[src/hw/rtl/dtq_pkg.sv]
package dtq_pkg;

	// default sizing
	localparam int DEF_NUM_TASKS = 32;
	localparam int DEF_TIME_BITS = 32;

	// fixed field widths
	localparam int TASK_W      = 5;
	localparam int TIMEOUT_W   = 32;
	localparam int POS_W       = 6;
	localparam int DELTA_W     = 32;

	// stream data widths, padded to whole bytes
	localparam int IN_TDATA_W  = 40;
	localparam int OUT_TDATA_W = 40;

	// input field placement
	localparam int IN_TASK_LSB    = 0;
	localparam int IN_TIMEOUT_LSB = TASK_W;

	// output field placement
	localparam int OUT_HEAD_BIT  = 0;
	localparam int OUT_POS_LSB   = 1;
	localparam int OUT_DELTA_LSB = OUT_POS_LSB + POS_W;
	localparam int OUT_PAD_W     = OUT_TDATA_W - OUT_DELTA_LSB - DELTA_W;

endpackage

[src/hw/rtl/delta_timeout_queue_insert_top.sv]
// Channel  Dir  Fields (tdata, lowest bit first)
// s_*      in   task_req[4:0], timeout[36:5], zero pad [39:37]
// m_*      out  became_head[0], position[6:1], stored_delta[38:7], zero pad [39]
//
// Accept to result load: a walk goes through S_FIRST, S_CMP for each entry, S_LINK1,
// S_LINK2 and S_DONE; an out-of-range task number or an empty queue goes straight to
// S_DONE. The next accept waits for the return to S_IDLE after the result loads.
// One shared subtractor does a compare and subtract per entry, fed by registered reads.
// s_tready is high only while idle. Reset empties the queue; memories need no clearing.
// A stalled result waits in the output register while the next item is taken and walked.
module delta_timeout_queue_insert_top #(
	parameter int NUM_TASKS = dtq_pkg::DEF_NUM_TASKS,
	parameter int TIME_BITS = dtq_pkg::DEF_TIME_BITS
) (
	input  logic                             clk,
	input  logic                             arst_n,
	input  logic                             s_tvalid,
	output logic                             s_tready,
	// task_req[4:0], timeout[36:5], zero pad
	input  logic [dtq_pkg::IN_TDATA_W-1:0]   s_tdata,
	output logic                             m_tvalid,
	input  logic                             m_tready,
	// became_head[0], position[6:1], stored_delta[38:7], zero pad
	output logic [dtq_pkg::OUT_TDATA_W-1:0]  m_tdata
);

	import dtq_pkg::*;

	localparam int IW = $clog2(NUM_TASKS);
	localparam int PW = $clog2(NUM_TASKS + 1);
	localparam int TW = TIME_BITS;

	typedef enum logic [2:0] {
		S_IDLE,
		S_FIRST,
		S_CMP,
		S_LINK1,
		S_LINK2,
		S_DONE
	} state_t;

	state_t         state_q;
	logic           empty_q;
	logic [IW-1:0]  head_q;
	logic [IW-1:0]  task_q;
	logic [IW-1:0]  nx_q;
	logic [IW-1:0]  pv_q;
	logic [PW-1:0]  pos_q;
	logic [TW-1:0]  t_q;
	logic [TW-1:0]  d_stop_q;
	logic           stop_q;
	logic           at_head_q;
	logic           res_head_q;
	logic           m_tvalid_q;
	logic [OUT_TDATA_W-1:0] m_tdata_q;

	// memory ports
	logic           next_we, prev_we, delta_we;
	logic [IW-1:0]  next_wa, prev_wa, delta_wa;
	logic [IW-1:0]  next_wd, prev_wd;
	logic [TW-1:0]  delta_wd;
	logic           rd_en, prev_re;
	logic [IW-1:0]  rd_addr;
	logic [IW-1:0]  next_rd, prev_rd;
	logic [TW-1:0]  delta_rd;

	// input decode
	logic           in_acc;
	logic [IW+TASK_W-1:0]    task_ext;
	logic [IW-1:0]           task_in;
	logic                    task_ok;
	logic [TW+TIMEOUT_W-1:0] tin_ext;
	logic [TW-1:0]           t_in;

	// shared subtractor
	logic [TW-1:0]  sub_a, sub_b;
	logic [TW:0]    sub_y;
	logic           t_lt_d;

	// walk helpers
	logic [IW-1:0]  pv_cur;
	logic [PW-1:0]  pos_inc;
	logic           walk_end;

	// output packing
	logic [PW+POS_W-1:0]  pos_ext;
	logic [TW+DELTA_W-1:0] dl_ext;

	assign s_tready = (state_q == S_IDLE);
	assign in_acc   = s_tvalid && s_tready;
	assign m_tvalid = m_tvalid_q;
	assign m_tdata  = m_tdata_q;

	assign task_ext = {{IW{1'b0}}, s_tdata[IN_TASK_LSB +: TASK_W]};
	assign task_in  = task_ext[IW-1:0];
	assign task_ok  = task_ext < (IW+TASK_W)'(NUM_TASKS);
	assign tin_ext  = {{TW{1'b0}}, s_tdata[IN_TIMEOUT_LSB +: TIMEOUT_W]};
	assign t_in     = tin_ext[TW-1:0];

	// subtractor: remainder minus delta while walking, delta minus remainder at link
	assign sub_a  = (state_q == S_LINK1) ? d_stop_q : t_q;
	assign sub_b  = (state_q == S_LINK1) ? t_q : delta_rd;
	assign sub_y  = {1'b0, sub_a} - {1'b0, sub_b};
	assign t_lt_d = sub_y[TW];

	assign pv_cur   = (pos_q == '0) ? prev_rd : pv_q;
	assign pos_inc  = pos_q + PW'(1);
	assign walk_end = (next_rd == head_q) || (pos_inc == PW'(NUM_TASKS));

	// read the head first, then follow next links
	assign rd_en   = (state_q == S_FIRST) || (state_q == S_CMP);
	assign prev_re = (state_q == S_FIRST);
	assign rd_addr = (state_q == S_FIRST) ? head_q : next_rd;

	// memory write selection
	always_comb begin
		next_we  = 1'b0;
		prev_we  = 1'b0;
		delta_we = 1'b0;
		next_wa  = task_q;
		prev_wa  = task_q;
		delta_wa = task_q;
		next_wd  = nx_q;
		prev_wd  = pv_q;
		delta_wd = t_q;
		unique case (state_q)
			S_IDLE: begin
				if (in_acc && task_ok && empty_q) begin
					next_we  = 1'b1;
					prev_we  = 1'b1;
					delta_we = 1'b1;
					next_wa  = task_in;
					prev_wa  = task_in;
					delta_wa = task_in;
					next_wd  = task_in;
					prev_wd  = task_in;
					delta_wd = t_in;
				end
			end
			S_LINK1: begin
				next_we  = 1'b1;
				prev_we  = 1'b1;
				delta_we = stop_q;
				delta_wa = nx_q;
				delta_wd = sub_y[TW-1:0];
			end
			S_LINK2: begin
				next_we  = 1'b1;
				prev_we  = 1'b1;
				delta_we = 1'b1;
				next_wa  = pv_q;
				next_wd  = task_q;
				prev_wa  = nx_q;
				prev_wd  = task_q;
			end
			default: begin
			end
		endcase
	end

	dtq_ram #(.DEPTH(NUM_TASKS), .WIDTH(IW)) u_next (
		.clk   (clk),
		.we    (next_we),
		.waddr (next_wa),
		.wdata (next_wd),
		.re    (rd_en),
		.raddr (rd_addr),
		.rdata (next_rd)
	);

	dtq_ram #(.DEPTH(NUM_TASKS), .WIDTH(IW)) u_prev (
		.clk   (clk),
		.we    (prev_we),
		.waddr (prev_wa),
		.wdata (prev_wd),
		.re    (prev_re),
		.raddr (rd_addr),
		.rdata (prev_rd)
	);

	dtq_ram #(.DEPTH(NUM_TASKS), .WIDTH(TW)) u_delta (
		.clk   (clk),
		.we    (delta_we),
		.waddr (delta_wa),
		.wdata (delta_wd),
		.re    (rd_en),
		.raddr (rd_addr),
		.rdata (delta_rd)
	);

	assign pos_ext = {{POS_W{1'b0}}, pos_q};
	assign dl_ext  = {{DELTA_W{1'b0}}, t_q};

	// sequencer
	always_ff @(posedge clk or negedge arst_n) begin
		if (!arst_n) begin
			state_q    <= S_IDLE;
			empty_q    <= 1'b1;
			head_q     <= '0;
			m_tvalid_q <= 1'b0;
		end else begin
			// result valid: set when the done step loads, cleared when taken
			if (state_q == S_DONE && (!m_tvalid_q || m_tready)) begin
				m_tvalid_q <= 1'b1;
			end else if (m_tvalid_q && m_tready) begin
				m_tvalid_q <= 1'b0;
			end
			unique case (state_q)
				S_IDLE: begin
					if (in_acc) begin
						task_q <= task_in;
						pos_q  <= '0;
						nx_q   <= head_q;
						if (!task_ok) begin
							res_head_q <= 1'b0;
							t_q        <= '0;
							state_q    <= S_DONE;
						end else if (empty_q) begin
							res_head_q <= 1'b1;
							t_q        <= t_in;
							head_q     <= task_in;
							empty_q    <= 1'b0;
							state_q    <= S_DONE;
						end else begin
							t_q     <= t_in;
							state_q <= S_FIRST;
						end
					end
				end
				S_FIRST: begin
					state_q <= S_CMP;
				end
				S_CMP: begin
					if (t_lt_d) begin
						stop_q    <= 1'b1;
						at_head_q <= (nx_q == head_q);
						d_stop_q  <= delta_rd;
						pv_q      <= pv_cur;
						state_q   <= S_LINK1;
					end else begin
						t_q   <= sub_y[TW-1:0];
						pv_q  <= nx_q;
						nx_q  <= next_rd;
						pos_q <= pos_inc;
						if (walk_end) begin
							stop_q    <= 1'b0;
							at_head_q <= 1'b0;
							state_q   <= S_LINK1;
						end
					end
				end
				S_LINK1: begin
					if (stop_q && at_head_q) begin
						head_q <= task_q;
					end
					state_q <= S_LINK2;
				end
				S_LINK2: begin
					res_head_q <= stop_q && at_head_q;
					state_q    <= S_DONE;
				end
				S_DONE: begin
					if (!m_tvalid_q || m_tready) begin
						state_q <= S_IDLE;
					end
				end
				default: begin
					state_q <= S_IDLE;
				end
			endcase
		end
	end

	// result register
	always_ff @(posedge clk) begin
		if (state_q == S_DONE && (!m_tvalid_q || m_tready)) begin
			m_tdata_q <= {{OUT_PAD_W{1'b0}}, dl_ext[DELTA_W-1:0], pos_ext[POS_W-1:0],
				res_head_q};
		end
	end

	// walk never counts past the queue size
	assert property (@(posedge clk) disable iff (!arst_n)
		(state_q == S_CMP) |-> (pos_q < PW'(NUM_TASKS)))
		else $error("walk position ran past queue size");

	// linking always follows the walk
	assert property (@(posedge clk) disable iff (!arst_n)
		(state_q == S_LINK1) |-> ($past(state_q) == S_CMP))
		else $error("link step entered without a walk");

	// a new result appears only from the done step
	assert property (@(posedge clk) disable iff (!arst_n)
		$rose(m_tvalid_q) |-> ($past(state_q) == S_DONE))
		else $error("result raised outside done step");

	// head moves only while linking in front of it or on an empty insert
	assert property (@(posedge clk) disable iff (!arst_n)
		(head_q != $past(head_q)) |->
			($past(state_q) == S_LINK1 || ($past(state_q) == S_IDLE && $past(empty_q))))
		else $error("head changed unexpectedly");

endmodule

[src/hw/rtl/dtq_ram.sv]
module dtq_ram #(
	parameter int DEPTH = 32,
	parameter int WIDTH = 32
) (
	input  logic                     clk,
	input  logic                     we,
	input  logic [$clog2(DEPTH)-1:0] waddr,
	input  logic [WIDTH-1:0]         wdata,
	input  logic                     re,
	input  logic [$clog2(DEPTH)-1:0] raddr,
	output logic [WIDTH-1:0]         rdata
);

	logic [WIDTH-1:0] mem [DEPTH];

	// one write port
	always_ff @(posedge clk) begin
		if (we) begin
			mem[waddr] <= wdata;
		end
	end

	// one registered read port
	always_ff @(posedge clk) begin
		if (re) begin
			rdata <= mem[raddr];
		end
	end

endmodule

[config.mk]
export PLATFORM = sky130hd
export DESIGN_NAME = delta_timeout_queue_insert_top
export DESIGN_NICKNAME = d
export VERILOG_FILES = /design/src/hw/rtl/dtq_pkg.sv /design/src/hw/rtl/delta_timeout_queue_insert_top.sv /design/src/hw/rtl/dtq_ram.sv
export SDC_FILE = /design/constraint.sdc
export NUM_CORES = 2
export LEC_CHECK = 0
export CAP_MARGIN = 10
export CORE_ASPECT_RATIO = 0.75
export CORE_MARGIN = 3
export CORE_UTILIZATION = 60
export DETAILED_ROUTE_END_ITERATION = 8
export DONT_BUFFER_PORTS = 1
export PLACE_DENSITY = 0.82
export SLEW_MARGIN = 40
export SYNTH_ARGS = -nofsm -noshare
export SYNTH_HDL_FRONTEND = slang
export SYNTH_SLANG_ARGS = --single-unit
[constraint.sdc]
create_clock -name clk -period 13.3 [get_ports clk]
set_clock_uncertainty 0.1 [all_clocks]
set_input_delay 1.995 -clock clk [delete_from_list [all_inputs] [get_ports clk]]
set_output_delay 1.995 -clock clk [all_outputs]
set_load 0.005 [all_outputs]
### Word-level counts from Yosys, hierarchy flattened

Memories as Yosys holds them, arrays and structs flattened. A register that Yosys moved wholly into a read port is not among the register bits.
Index checks and enable logic that the tools add are counted.

* output and inout port bits: 42
* bits in writable memories: 1344
* input bits: 44
* word-level logic and storage cells: 116
* register bits: 137
* memories: 3

Memories
* u_delta.mem: depth 32, bits a word 32, rd ports 1, clocked after Yosys merged registers in 1, write ports 1, line dtq_ram.sv:14 `logic [WIDTH-1:0] mem [DEPTH];`
* u_next.mem: depth 32, bits a word 5, rd ports 1, clocked after Yosys merged registers in 1, write ports 1, line dtq_ram.sv:14
* u_prev.mem: depth 32, bits a word 5, rd ports 1, clocked after Yosys merged registers in 1, write ports 1, line dtq_ram.sv:14

* equal/unequal tests: 17
* muxes and demuxes: 52
* magnitude comparators: 1
* add/sub/neg operators: 2
* reduce and logical (&&, ||, !) cells: 27

Operator list (number)
* $mux 32: 6
* $pmux 32 s2: 2
* $pmux 5 s2: 7
* $mux 5: 12
* $sub 32x32->33: 1
* $mux 3: 6
* $pmux 3 s6: 1
* $reduce_and 3->1: 6
* $mux 1: 12
* $mux 6: 2
* $ne 2x1->1 const B: 6
* $pmux 6 s2: 1
* $eq 5x5->1: 2
* $reduce_bool 2->1: 5
* $reduce_and 4->1: 2
* $add 6x1->6 const B: 1
* $eq 3x2->1 const B: 2
* $eq 3x3->1 const B: 2
* $eq 6x6->1 const B: 1
* $logic_and 1x1->1: 6
* $logic_not 6->1: 1
* $lt 5x6->1 const B: 1
* $ne 3x3->1 const B: 2
* $reduce_and 5->1: 1
* 8 further kinds: 11

### Logic depth before layout (Yosys ltp)

* depth after elaboration: 8
* gate-level depth with buffers: 20
* mapped depth without buffers: 15

### Modules after synthesis

Synthesis repeated with hierarchy kept, for this count alone.

* cell total of the unflattened synthesis: 3688
* area total of the unflattened synthesis: 61993.2 um^2

By module, submodules not included
* dtq_ram (u_delta): instances 1, sequential area each 31710.4 um^2, area each 40812.9 um^2, cells each 2260
* dtq_ram (u_next ...): instances 2, sequential area each 4954.8 um^2, area each 6394.9 um^2, cells each 277
* delta_timeout_queue_insert_top: instances 1, sequential area each 4065.1 um^2, area each 8390.5 um^2, cells each 874

### Least setup slack after synthesis

No wires, ideal clock.

* path kind: flip-flop to flip-flop
* start: register state_q[2]
* end: register nx_q[0], enable pin
* period minus slack after synthesis: 6.190 ns
* arrival: 5.638 ns
* data required time: 12.747 ns
* slack: 7.110 ns
* stages on the path, launching flop included: 18
* path buffers: 5
* library setup time: 0.453 ns
* cell sequence: dfrtp_1 > buf_2 > clkinv_1 > nand3_1 > clkbuf_1 > buf_1 > mux2i_1 > ha_1 > clkbuf_1 > nand4_1 > or3_1 > nor2_1 > nand3_1 > o211a_1 > buf_2 > a21oi_2 > inv_1 > o21bai_1

* longest elaborated chain between the ends: 5
* elaborated cells on any way between the ends: 11
* classes of those cells: add/sub (1); eq/ne (4); mux (2); reduce/logical (4)

RTL lines
* from (decl): line delta_timeout_queue_insert_top.sv:42 `state_t state_q;`
* from (signal assigned): line delta_timeout_queue_insert_top.sv:197 `state_q <= S_IDLE;`
* from (signal assigned): line delta_timeout_queue_insert_top.sv:217 `state_q <= S_DONE;`
* from (signal assigned): line delta_timeout_queue_insert_top.sv:223 `state_q <= S_DONE;`
* $eq 3x2->1: line delta_timeout_queue_insert_top.sv:101, delta_timeout_queue_insert_top.sv:102
* $mux 32 (on tied branches): line delta_timeout_queue_insert_top.sv:101, delta_timeout_queue_insert_top.sv:102
* $sub 32x32->33: line delta_timeout_queue_insert_top.sv:103 `assign sub_y = {1'b0, sub_a} - {1'b0, sub_b};`
* $ne 2x2->1 (no line)
* $reduce_and 4->1 (no line) (*)
* to (signal assigned): line delta_timeout_queue_insert_top.sv:213 `nx_q <= head_q;`
* to (signal assigned): line delta_timeout_queue_insert_top.sv:243 `nx_q <= next_rd;`
* to (decl): line delta_timeout_queue_insert_top.sv:46 `logic [IW-1:0] nx_q;`

Every way passes the cells marked *; elsewhere a longest branch is shown, timed or not.
A chain may end at the register's enable or synchronous reset.

### Worst setup path in the final report

* start: register state_q[2]
* end: register t_q[13], enable pin

* longest elaborated chain between the ends: 5
* elaborated cells on any way between the ends: 11
* classes of those cells: add/sub (1); eq/ne (4); mux (2); reduce/logical (4)

RTL lines
* $eq 3x2->1: line delta_timeout_queue_insert_top.sv:101, delta_timeout_queue_insert_top.sv:102
* $mux 32 (on tied branches): line delta_timeout_queue_insert_top.sv:101, delta_timeout_queue_insert_top.sv:102
* $sub 32x32->33: line delta_timeout_queue_insert_top.sv:103
* $ne 2x2->1 (no line)
* $reduce_and 4->1 (no line) (*)
* to (signal assigned): line delta_timeout_queue_insert_top.sv:220 `t_q <= t_in;`
* to (signal assigned): line delta_timeout_queue_insert_top.sv:225 `t_q <= t_in;`
* to (signal assigned): line delta_timeout_queue_insert_top.sv:241 `t_q <= sub_y[TW-1:0];`
* to (decl): line delta_timeout_queue_insert_top.sv:49 `logic [TW-1:0] t_q;`

Marked as above.

==> out/qor.txt <==
Avg Synthesized Cell Area: 19.3 sq um
Worst R2R End: t_q[13]
die width: 372 microns
hold crit path type: reg2reg
largest family of logic cells by synthesized area: multiplexers
vias: 34700
post_cts resized: 0
DP Area: 62700 sq um
Finish-stage setup viols: 0
fin. max-slew vios: 0
RSZ-0062 raised after global routing: false
Worst-Skew Late Latency: 0.78 ns
fin nets: 3297
worst path required time: 13.58 ns
Std-Cell Rows: 100
post-DP HPWL: 88.4 mm
Netlist cell types: 62
CTS tree: yes
core box area: 99500 sq um
EDFF count, synth: 1513
Die ar.: 104000 sq um
Starting Density: 0.607
Synth-to-Final Area Change: 12.0%
Worst-Margin Slew: 0.901 ns
HP Start: u_delta.rdata[0]
worst reg2reg path startpoint: state_q[2]
total power divided by cell area: 262 nW/um^2
Fin Setup TNS: 0 ns
hold depth: 0
CTS Buf Count: 139
Post-Syn Instances: 3127
first-pass GRT wire length: 240 mm
H-tree Lvls: 4
Worst Path Max Fanout: 60
CTS Sinks: 1523
VDD IR max: 0.000195 V
total track usage: 0.325
Ys Warns: 0
worst-case clock buffer depth: 3
mux contribution to synthesized area: 0.132
fin crit share: 0.454
CTS Root Cell: clkbuf_16
post-synthesis adder-cell area fraction: 0.00738
top_reg_cell synth: edfxtp_1
Compound-Gate Fraction of Synth Area: 0.0468
Iteration-0 DRC Markers: 6190
cts hold-fix bufs: 0
Peak Freq: 166 MHz
total wire length: 172 mm
GR Overflow Total: 0
Total Power: 17.7 mW
ANT nets after route: 0
Synth top area share: 0.753
Critical Path Start: state_q[2]
top cell type by total area after synthesis: edfxtp_1
Final Util: 0.679
DR WL/cell: 37.0 microns
Fillers: 5700
Worst EP arrival: 6.32 ns
post-route minimum period: 6.04 ns
critical path class: reg2reg
setup bufs post-CTS: 0
Final Cell Area: 67600 sq um
Fin. Hold Viols: 0
vias in the first global route: 34200
Worst setup SP type: flop
Ports: 86
# DRC: 0
status: complete, no violations
clock transition at the registers of the reported paths: 0.06 ns
Hold EP: d_stop_q[0]
top cells by area, synth: edfxtp_1, mux4_2, o22ai_1, nand2_1, nor2_1
TritonRoute pass-1 iters: 7
vias per inst: 7.45
sequential element share of the synthesized area: 0.757
Die H: 281 microns
xor/xnor share of the synthesized area: 0.00580
Async SR Flop Fraction: 0.00657
CP endpoint kind: flop
final hold slack: 0.354 ns
post-synthesis simple-gate area fraction: 0.0387
port bufs: 0
Leak: 21.4 nW
reg2reg setup slack: 7.26 ns
post-synthesis cell area: 60400 sq um
Synth Register Bits: 1523
initial antenna violation count: 6
GP Congestion: 0.913
syn nets: 3206
largest net degree at the start of global routing: 154
Max Cap Viol: 0
r2r worst-path depth: 15
Max-Slew Margin vs Limit: 0.398
layout cells sized above 1: 0.225
==> cells in the mapped netlist (32+ instances only) <==
master	number
buf_2	38
a22oi_1	52
nand3_1	32
edfxtp_1	1513
mux4_2	336
nand2_1	220
o21ai_0	100
ha_1	34
clkbuf_1	104
nor2_1	148
mux2i_1	37
o22ai_1	169
a21oi_1	44
nor4_1	44
==> cell families (layout without fill, tap and decap cells) <==
| group | after synthesis | in the layout |
|---|---|---|
| and+or+nand+nor | 524 | 524 |
| adders and majority gates | 35 | 35 |
| other | 1 | 2 |
| xor gates and xnor gates | 40 | 40 |
| muxes | 374 | 374 |
| DFF | 1523 | 1523 |
| AOI/OAI and AO/OA | 444 | 444 |
| buffers and inverters | 186 | 391 |
==> report_power, final <==
group / leakage, nW / total, mW / switching [mW] / internal (mW)
sequential: 13.7 / 6.61 / 0.202 / 6.41
clock: 2.16 / 4.04 / 1.85 / 2.19
combinational: 5.48 / 7.05 / 4.54 / 2.52
==> worst max-delay path by stage <==
stage	end	depth (start not counted)
after floorplan	nx_q[0]	17
after global placement	u_delta.mem[23][3]	7
after detailed placement	t_q[16]	15
after CTS	t_q[16]	14
after global routing	t_q[20]	14
final	t_q[13]	15
==> metrics by stage <==
stage	cells	setup WS (ns)
global placement	4382	7.33
finish	4659	7.26
global route	4658	6.95
detailed placement	4385	7.16
floorplan	3127	7.11
CTS	4640	7.14
==> layout make-up <==
type,count,area (sq um),area share
multi-input cells,1418,14500,0.215
inverters,21,78.8,0.00117
clock inverters,83,777,0.0115
well taps,1326,1660,0.0246
flip-flops and latches,1523,45700,0.676
diodes,1,2.50,0.0000370
clock buffers,172,3700,0.0547
repair buffers,115,1140,0.0168
==> flip-flops by register name (all words and copies together), names as in the netlist, 6 cells and up <==
| signal | cells |
|---|---|
| u_delta.mem | 1024 |
| u_next.mem | 160 |
| u_prev.mem | 160 |
| m_tdata | 39 |
| d_stop_q | 32 |
| t_q | 32 |
| u_delta.rdata | 32 |
| pos_q | 6 |
==> critical path, stage by stage (launching register included) <==
cell	delay, ns
dfrtp_1	0.34
buf_4	0.36
clkinv_1	0.39
nand3_4	0.68
buf_6	0.61
mux2i_1	0.17
ha_1	0.42
and3_1	0.21
nand3_1	0.10
o211ai_1	0.26
nand3_1	0.12
o211a_1	0.28
a21oi_2	0.52
inv_1	0.20
o21bai_4	0.27
buf_4	0.51
==> cells in the final DEF (no fill, tap or decap), types with 44 or more instances in the layout <==
cell type	count
mux4_2	336
buf_4	85
nor2_1	111
nand2_1	209
a21oi_1	44
o21ai_0	61
edfxtp_1	1513
a22oi_1	52
clkbuf_16	143
o22ai_1	169
==> routing by layer <==
| layer | global-route usage | routed length [microns] | vias up |
|---|---|---|---|
| met2 | 0.482 | 79000 | 3605 |
| met4 | 0.155 | 9050 | 0 |
| met3 | 0.101 | 27400 | 663 |
| li1 | - | - | 13100 |
| met1 | 0.447 | 56900 | 17300 |
| met5 | 0 | 0 | - |
Note: power is estimated with default switching activity, not from simulation.
